### src/rtl/cir_pkg.sv
// Package for the color index to RGB block: index region codes and constant tables.
// No dependencies.
`timescale 1ns / 1ps

package cir_pkg;

   localparam logic [7:0] UNIV_FIRST = 8'd10;
   localparam logic [7:0] GRAY_FIRST = 8'd250;

   localparam logic [1:0] REGION_FIXED = 2'd0;
   localparam logic [1:0] REGION_UNIV  = 2'd1;
   localparam logic [1:0] REGION_GRAY  = 2'd2;

   localparam int CHANNELS = 3;

   typedef logic [7:0] chan_type;

   // Fixed entries 0..9 as {red, green, blue}.
   function automatic logic [23:0] fixed_rgb(input logic [3:0] idx);
      logic [23:0] rgb;
      case (idx)
         4'd0:    rgb = 24'h000000;
         4'd1:    rgb = 24'hff0000;
         4'd2:    rgb = 24'hffff00;
         4'd3:    rgb = 24'h00ff00;
         4'd4:    rgb = 24'h00ffff;
         4'd5:    rgb = 24'h0000ff;
         4'd6:    rgb = 24'hff00ff;
         4'd7:    rgb = 24'h0f0f0f;
         4'd8:    rgb = 24'h808080;
         4'd9:    rgb = 24'hc0c0c0;
         default: rgb = 24'h000000;
      endcase
      return rgb;
   endfunction

   // Median channel level 255*mag/4.
   function automatic chan_type med_level(input logic [2:0] mag);
      chan_type lvl;
      case (mag)
         3'd0:    lvl = 8'd0;
         3'd1:    lvl = 8'd63;
         3'd2:    lvl = 8'd127;
         3'd3:    lvl = 8'd191;
         3'd4:    lvl = 8'd255;
         default: lvl = 8'd0;
      endcase
      return lvl;
   endfunction

   function automatic logic [1:0] inc_mod3(input logic [1:0] a);
      return (a == 2'd2) ? 2'd0 : a + 2'd1;
   endfunction

endpackage

### src/rtl/color_index_to_rgb.sv
// Color index to RGB palette expansion, four register stages.
// Depends on cir_pkg.
`timescale 1ns / 1ps

// Translates an 8-bit drawing color index into 8-bit red, green and blue.
// One item is accepted per clock while no stall holds the stages. An item
// passes through four register stages: index decode at the accepting edge,
// then hue/channel select, desaturate and scale, and divide by five into the
// output register. Each stage holds its own valid bit and advances whenever
// the stage after it is empty or moving, so a stall on rsp_ready backs up
// through the stages without dropping or repeating anything and bubbles are
// squeezed out.
module color_index_to_rgb
   import cir_pkg::*;
(
   input  logic       clock,
   input  logic       reset,
   input  logic       req_valid,
   output logic       req_ready,
   input  logic [7:0] req_color_index,
   output logic       rsp_valid,
   input  logic       rsp_ready,
   output logic [7:0] rsp_red,
   output logic [7:0] rsp_green,
   output logic [7:0] rsp_blue
);

   // stage valids and readies
   logic s1_valid_ff, s2_valid_ff, s3_valid_ff, out_valid_ff;
   logic s1_ready, s2_ready, s3_ready, out_ready;

   assign out_ready = !out_valid_ff || rsp_ready;
   assign s3_ready  = !s3_valid_ff || out_ready;
   assign s2_ready  = !s2_valid_ff || s3_ready;
   assign s1_ready  = !s1_valid_ff || s2_ready;
   assign req_ready = s1_ready;

   always_ff @(posedge clock) begin
      if (reset) begin
         s1_valid_ff  <= 1'b0;
         s2_valid_ff  <= 1'b0;
         s3_valid_ff  <= 1'b0;
         out_valid_ff <= 1'b0;
      end else begin
         if (s1_ready)  s1_valid_ff  <= req_valid;
         if (s2_ready)  s2_valid_ff  <= s1_valid_ff;
         if (s3_ready)  s3_valid_ff  <= s2_valid_ff;
         if (out_ready) out_valid_ff <= s3_valid_ff;
      end
   end

   // ---- stage 1: region, hue = k/10, rem = k%10 ----
   logic [1:0]  s1_region_ff, s1_region_in;
   logic [7:0]  s1_index_ff;
   logic [4:0]  s1_hue_ff, s1_hue_in;
   logic [3:0]  s1_rem_ff, s1_rem_in;
   logic [7:0]  k;
   logic [15:0] k_x205;
   logic [7:0]  hue_x10;

   always_comb begin
      k       = req_color_index - UNIV_FIRST;
      // k/10 as (k*205)>>11, exact for k < 250
      k_x205  = 16'(k) * 16'd205;
      s1_hue_in = k_x205[15:11];
      hue_x10 = {s1_hue_in, 3'b000} + {2'b00, s1_hue_in, 1'b0};
      s1_rem_in = 4'(k - hue_x10);
      if (req_color_index < UNIV_FIRST)
         s1_region_in = REGION_FIXED;
      else if (req_color_index < GRAY_FIRST)
         s1_region_in = REGION_UNIV;
      else
         s1_region_in = REGION_GRAY;
   end

   always_ff @(posedge clock) begin
      if (s1_ready) begin
         s1_region_ff <= s1_region_in;
         s1_index_ff  <= req_color_index;
         s1_hue_ff    <= s1_hue_in;
         s1_rem_ff    <= s1_rem_in;
      end
   end

   // ---- stage 2: pick max/median/min channels, value and desat flag ----
   chan_type    s2_chan_ff [CHANNELS];
   chan_type    s2_chan_in [CHANNELS];
   logic [2:0]  s2_value_ff, s2_value_in;
   logic        s2_desat_ff, s2_desat_in;
   logic [1:0]  hue_grp, mx, med;
   logic signed [5:0] j_raw, j_adj;
   logic [2:0]  mag;
   chan_type    med_val, gray_val;
   logic [23:0] fixed_val;
   logic [2:0]  gray_n;
   logic [5:0]  hue_p3;

   always_comb begin
      hue_p3  = {1'b0, s1_hue_ff} + 6'd3;
      hue_grp = hue_p3[4:3];
      mx      = (hue_grp == 2'd3) ? 2'd0 : hue_grp;
      j_raw   = $signed({1'b0, s1_hue_ff}) - $signed({1'b0, mx, 3'b000});
      j_adj   = (j_raw > 6'sd4) ? j_raw - 6'sd24 : j_raw;
      if (j_adj < 6'sd0) begin
         mag = 3'(-j_adj);
         med = inc_mod3(inc_mod3(mx));
      end else begin
         mag = 3'(j_adj);
         med = inc_mod3(mx);
      end
      med_val   = med_level(mag);
      fixed_val = fixed_rgb(s1_index_ff[3:0]);
      gray_n    = 3'(s1_index_ff - GRAY_FIRST);
      gray_val  = 8'(9'd65 + 9'(gray_n) * 9'd38);

      s2_value_in = 3'd5;
      s2_desat_in = 1'b0;
      for (int c = 0; c < CHANNELS; c++) begin
         s2_chan_in[c] = gray_val;
      end
      case (s1_region_ff)
         REGION_FIXED: begin
            s2_chan_in[0] = fixed_val[23:16];
            s2_chan_in[1] = fixed_val[15:8];
            s2_chan_in[2] = fixed_val[7:0];
         end
         REGION_UNIV: begin
            s2_value_in = 3'd5 - 3'(s1_rem_ff[3:1]);
            s2_desat_in = s1_rem_ff[0];
            for (int c = 0; c < CHANNELS; c++) begin
               if (2'(c) == mx)
                  s2_chan_in[c] = 8'd255;
               else if (2'(c) == med)
                  s2_chan_in[c] = med_val;
               else
                  s2_chan_in[c] = 8'd0;
            end
         end
         default: ;  // gray levels set above
      endcase
   end

   always_ff @(posedge clock) begin
      if (s2_ready) begin
         s2_chan_ff  <= s2_chan_in;
         s2_value_ff <= s2_value_in;
         s2_desat_ff <= s2_desat_in;
      end
   end

   // ---- stage 3: desaturate, multiply by value ----
   logic [10:0] s3_prod_ff [CHANNELS];
   logic [10:0] s3_prod_in [CHANNELS];
   chan_type    desat_c;

   always_comb begin
      for (int c = 0; c < CHANNELS; c++) begin
         desat_c = s2_desat_ff ? {1'b1, s2_chan_ff[c][7:1]} : s2_chan_ff[c];
         s3_prod_in[c] = 11'(desat_c) * 11'(s2_value_ff);
      end
   end

   always_ff @(posedge clock) begin
      if (s3_ready) begin
         s3_prod_ff <= s3_prod_in;
      end
   end

   // ---- output stage: divide by 5 as (x*205)>>10 ----
   // exact below 1024 and for multiples of five up to 1275, which covers
   // every product: anything above 1020 comes from a value of five
   chan_type    out_chan_ff [CHANNELS];
   chan_type    out_chan_in [CHANNELS];
   logic [17:0] quot_wide;

   always_comb begin
      for (int c = 0; c < CHANNELS; c++) begin
         quot_wide      = 18'(s3_prod_ff[c]) * 18'd205;
         out_chan_in[c] = quot_wide[17:10];
      end
   end

   always_ff @(posedge clock) begin
      if (out_ready) begin
         out_chan_ff <= out_chan_in;
      end
   end

   assign rsp_valid = out_valid_ff;
   assign rsp_red   = out_chan_ff[0];
   assign rsp_green = out_chan_ff[1];
   assign rsp_blue  = out_chan_ff[2];

endmodule

### config.mk
export PLATFORM = sky130hd
export DESIGN_NAME = color_index_to_rgb
export DESIGN_NICKNAME = d
export VERILOG_FILES = /design/src/rtl/cir_pkg.sv /design/src/rtl/color_index_to_rgb.sv
export SDC_FILE = /design/constraint.sdc
export NUM_CORES = 1
export LEC_CHECK = 0
export BUFFER_PORTS_ARGS = -buffer_cell sky130_fd_sc_hd__buf_2
export CORE_MARGIN = 3
export CORE_UTILIZATION = 40
export DETAILED_ROUTE_END_ITERATION = 7
export GPL_ROUTABILITY_DRIVEN = 1
export PLACE_DENSITY = 0.66
export SYNTH_ARGS = -nofsm -noshare
export SYNTH_HDL_FRONTEND = slang
export SYNTH_SLANG_ARGS = --single-unit
### constraint.sdc
create_clock -name clock -period 5.3 [get_ports clock]
set_input_delay 0.53 -clock clock [delete_from_list [all_inputs] [get_ports clock]]
set_output_delay 0.53 -clock clock [all_outputs]
set_load 0.005 [all_outputs]
# Word level (Yosys, flattened, before mapping)
# Memories as Yosys holds them, arrays and structs flattened. A register that Yosys moved wholly into a read port is not among the register bits.
# Index checks and enable logic that the tools add are counted.
# Widths: inputs -> output; s select.
# totals
reg_bits	104
rom_bits	384
input_bits	12
out_inout_bits	26
elab_cells	86
n_memories	1
# classes
add_sub_neg	12
n_mul	8
n_lt_le_gt_ge	4
eq_ne	12
n_mux	19
n_reduce_logical	11
# mem_list
memory	words	width	read_ports	rd_clocked_by_memory_dff	wr	line	source
(name not given)	16	24	1	1	0	cir_pkg.sv:21	case (idx)
# op_table
operator	n
$mux 8	9
$mul 11x8->18 const B	3
$pmux 24 s2	1
$mul 8x3->11	3
$pmux 8 s4	1
$mul 8x8->16 const B	1
$mux 2	5
$add 7x8->8 const A	1
$lt 8x4->1 const B	1
$lt 8x8->1 const B	1
$sub 8x4->8 const B	1
$mul 3x5->7 const B	1
$eq 2x2->1 const B	3
$eq 3x2->1 const B	2
$gt 6x4->1 const B	1
$logic_not 2->1	3
$lt 6x1->1 const B	1
$mux 6	1
$sub 5x5->6	1
$sub 6x6->6 const B	1
$add 5x2->5 const B	1
$add 2x1->2 const B	2
$add 4x4->4	1
$eq 1x2->1 const A	2
12 further kinds	19

# Depth between registers and ports, before layout
# logic_depth
depth_word	13
ltp_mapped	24

# Least setup slack after synthesis
# No wires, ideal clock.
# synth_path
path_type	input-to-reg
startpoint	in req_color_index[1]
endpoint	reg s1_rem_ff[3], data pin
setup_ns	0.268
arrival_time_ns	5.292
required_time_ns	5.032
setup_slack_ns	-0.259
cell_stages	24
path_buffers	0
path_cell_list	inv_1 -> ha_1 -> inv_1 -> a21oi_1 -> xnor2_1 -> inv_1 -> ha_1 -> inv_1 -> fa_1 -> inv_1 -> fa_1 -> inv_1 -> fa_1 -> inv_1 -> ha_1 -> a211oi_1 -> nor2_1 -> a211o_1 -> a21oi_1 -> xnor2_1 -> ha_1 -> nand2_1 -> nand2_1 -> xnor3_1
# synth_via
elab_chain_len	4
# synth_lines
element	line	source
start, declared	color_index_to_rgb.sv:20	input logic [7:0] req_color_index,
$sub 8x4->8	color_index_to_rgb.sv:62	k = req_color_index - UNIV_FIRST;
$mul 8x8->16	color_index_to_rgb.sv:64	k_x205 = 16'(k) * 16'd205;
named net k_x205[12]	color_index_to_rgb.sv:58	logic [15:0] k_x205;
$add 4x4->4	color_index_to_rgb.sv:66	hue_x10 = {s1_hue_in, 3'b000} + {2'b00, s1_hue_in, 1'b0};
$sub 4x4->4	color_index_to_rgb.sv:67	s1_rem_in = 4'(k - hue_x10);
named net s1_rem_in[3]	color_index_to_rgb.sv:56	logic [3:0] s1_rem_ff, s1_rem_in;
end signal, assigned	color_index_to_rgb.sv:81	s1_rem_ff <= s1_rem_in;
end, declared	color_index_to_rgb.sv:56	
# The timed path passes the listed nets, and every way through them passes these cells.
# A chain may end at the register's enable or synchronous reset.

# Final worst setup path
# layout_path
startpoint	in req_color_index[2]
endpoint	reg s1_rem_ff[3], data pin
# Same word-level chain as after synthesis.

==> results.py <==
metrics = {
    "global_routing": {
        "gr-total-overflow": 0,
        "grt_pass1_vias": 8401,
        "grt_antenna_before_repair": 0,
        "grtUsageTotal_pct": 13.6,
        "grt_pass1_wl_mm": 37.5,
        "grt_max_degree": 34,
    },
    "floorplanning": {
        "die_w_um": 181,
        "ios": 38,
        "coreArea_mm2": 0.0300,
        "initial_core_util_pct": 41.0,
        "dieHeight_um": 181,
        "core.rowCount": 63,
        "fp.dieArea_mm2": 0.0329,
    },
    "cells_and_area": {
        "layout_common_cells": "inv_1, ha_1, edfxtp_1",
        "diodes": 0,
        "fillCellCount": 2783,
        "fin_cells": 1664,
        "nNetsFinal": 1597,
        "final_core_util_pct": 46.0,
        "area_growth_syn_to_layout_pct": 12.1,
        "mostFrequentLayoutCell": "inv_1",
        "layout-drive-gt1-share_pct": 10.8,
    },
    "clock_network": {
        "clock-root-buffer": "clkbuf_16",
        "cts_num_sinks": 116,
        "path_clk_slew_ns": 0.05,
        "hold_buffers": 0,
        "h-tree-depth": 4,
        "clockBufferDepth": 2,
        "clock_latency_ns": 0.42,
        "numCtsBuffers": 17,
        "tritoncts": "done",
    },
    "place": {
        "portBuffers": 37,
        "hpwl_mm": 17.4,
        "dp.cells": 1631,
        "gp_congestion": 0.891,
    },
    "sta": {
        "min_period_over_period_pct": 95.4,
        "maxSlewHeadroom_pct": 25.8,
        "slew_violations": 0,
        "worst_slew_pin_slew_ns": 1.11,
        "max_clock_freq_mhz": 198,
        "rsz0062_at_grt": "no",
        "hold_viol": 0,
        "tns_ns": 0,
        "skew_ns": 0.0186,
        "setup_viol": 0,
        "period_minus_slack_ns": 5.06,
    },
    "synth": {
        "synth_cell_type_count": 66,
        "synth_async_sr_flop_share_pct": 0,
        "synth_edf_count": 100,
        "ys_seq_area_share_pct": 27.0,
        "ys.flop_type": "edfxtp_1",
        "ys_seq_elements": 116,
        "ys_warn_count": 0,
        "synth_nets": 1529,
        "syn_inst": 1193,
        "syn_area_mm2": 0.0123,
        "synth.largest_area_cell": "edfxtp_1",
        "synth_top_area_share_pct": 24.4,
        "synth_area_leaders": "edfxtp_1, ha_1, fa_1, inv_1, xnor2_1",
        "synth.avg_cell_area_um2": 10.3,
    },
    "route": {
        "vias_per_cell": 4.81,
        "drcViolationCount": 0,
        "totalWireLength_mm": 20.8,
        "ant_nets": 0,
        "dr.pass1.iters": 4,
        "first_iter_violations": 208,
        "wl_per_cell_um": 12.5,
        "vias": 8012,
    },
    "flow_run": {
        "drv_cap": 0,
    },
    "critical_path": {
        "cp.arrival_ns": 5.20,
        "max_stage_delay_ns": 0.54,
        "cp-startpoint": "req_color_index[2]",
        "critPathMaxFanout": 3,
        "crit_path_top_delay_cell": "fa_1",
        "path_buf_inv": 8,
        "critical_path_class": "input pin to flop",
        "cp-start-kind": "input pin",
        "cp-end-kind": "flop",
        "required_ns": 5.45,
        "cp_top_family": "adder cells",
        "worstPathCellList": "buf_2, inv_1, ha_4, inv_2, a21oi_4, xnor2_2, inv_1, ha_1, inv_1, fa_1, inv_1, fa_1, inv_1, fa_1, inv_1, ha_1, a211oi_2, nor2_1, a211o_1, a21oi_2, xnor2_1, ha_1, xor2_1, xnor3_1",
        "worst_path_most_repeated_cell": "inv_1",
        "regToRegStartpoint": "s3_prod_ff[14]",
    },
    "hold_path": {
        "hold_path_class": "input pin to flop",
        "worst_hold_startpoint": "reset",
    },
    "status": {
        "status": "completed",
    },
}
## what timing repair did
action,4_1_cts,5_1_grt
buffers inserted,0,1
gates resized for setup,0,1
endpoints found under the setup margin,0,1
## per-stage QoR
step / cell area, um^2 / setup slack [ns] / hold slack [ns]
2_1_floorplan: 12300 / 0.00816 / 0.415
3_3_place_gp: 13100 / -0.158 / 0.423
3_5_place_dp: 13100 / -0.235 / 0.434
4_1_cts: 13800 / 0.188 / 0.301
5_1_grt: 13800 / 0.0171 / 0.310
6_report: 13800 / 0.244 / 0.320
## path summary, 6_finish.rpt
path	end	slack (ns)	cells past startpoint
worst min register to register	rsp_valid	0.43	2
worst max-delay path	s1_rem_ff[3]	0.24	24
worst min-delay path	rsp_valid	0.32	2
worst max register to register	rsp_green[6]	0.90	13
## per-layer routing
metal	GRT usage, %	routed length [um]	up-vias
met5	0	0	-
met4	3.60	235	0
met3	2.72	524	17
met2	23.1	9970	84
met1	17.7	10100	3800
li1	-	-	4111
## state kept, by name (all words and copies together) (netlist names)
signal / flops
s1_hue_ff: 5
s3_valid_ff: 1
s1_index_ff: 4
s2_valid_ff: 1
rsp_red: 8
rsp_valid: 1
s1_region_ff: 2
s1_rem_ff: 4
s2_chan_ff: 24
s2_desat_ff: 1
rsp_blue: 8
s1_valid_ff: 1
s2_value_ff: 3
rsp_green: 8
s3_prod_ff: 33
fixed_val: 12
## final cells by class
| class | instances | area (um^2) | share of cell area [%] |
|---|---|---|---|
| repair buffers | 64 | 388 | 2.82 |
| multi-input cells | 812 | 8000 | 58.1 |
| flip-flops and latches | 116 | 3320 | 24.1 |
| inverters | 250 | 938 | 6.81 |
| clock inverters | 7 | 88.8 | 0.645 |
| clock buffers | 25 | 549 | 3.99 |
| well taps | 390 | 488 | 3.54 |
## cell usage after synthesis (all sizes together), types with 5 or more instances
cell type  count
a211o          5
a211oi         7
a21o          18
a21oi         36
and2          10
clkbuf        11
dfxtp         16
edfxtp       100
fa            92
ha           232
inv          250
mux2          19
mux2i         10
nand2         82
nand2b        16
nand3         10
nand4          7
nor2          56
nor2b         21
nor3          11
o21a          13
o21ai         33
o21bai         8
or3            6
xnor2         47
xor2          27
## logic make-up (layout without fill, tap and decap cells)
group                    count (synthesis)  count (layout)  synth area share, %
multiplexers                            29              29                 2.69
AND/OR/NAND/NOR                        229             229                 8.86
adder cells (fa/ha/maj)                324             324                 38.6
XOR/XNOR                                75              75                 5.52
flip-flops                             116             116                 27.0
buffers and inverters                  265             346                 8.17
AO/OA/AOI/OAI                          155             155                 9.11
Power is not shown: default switching activity piles up to over one toggle a cycle in this logic, so the estimate is an artifact.
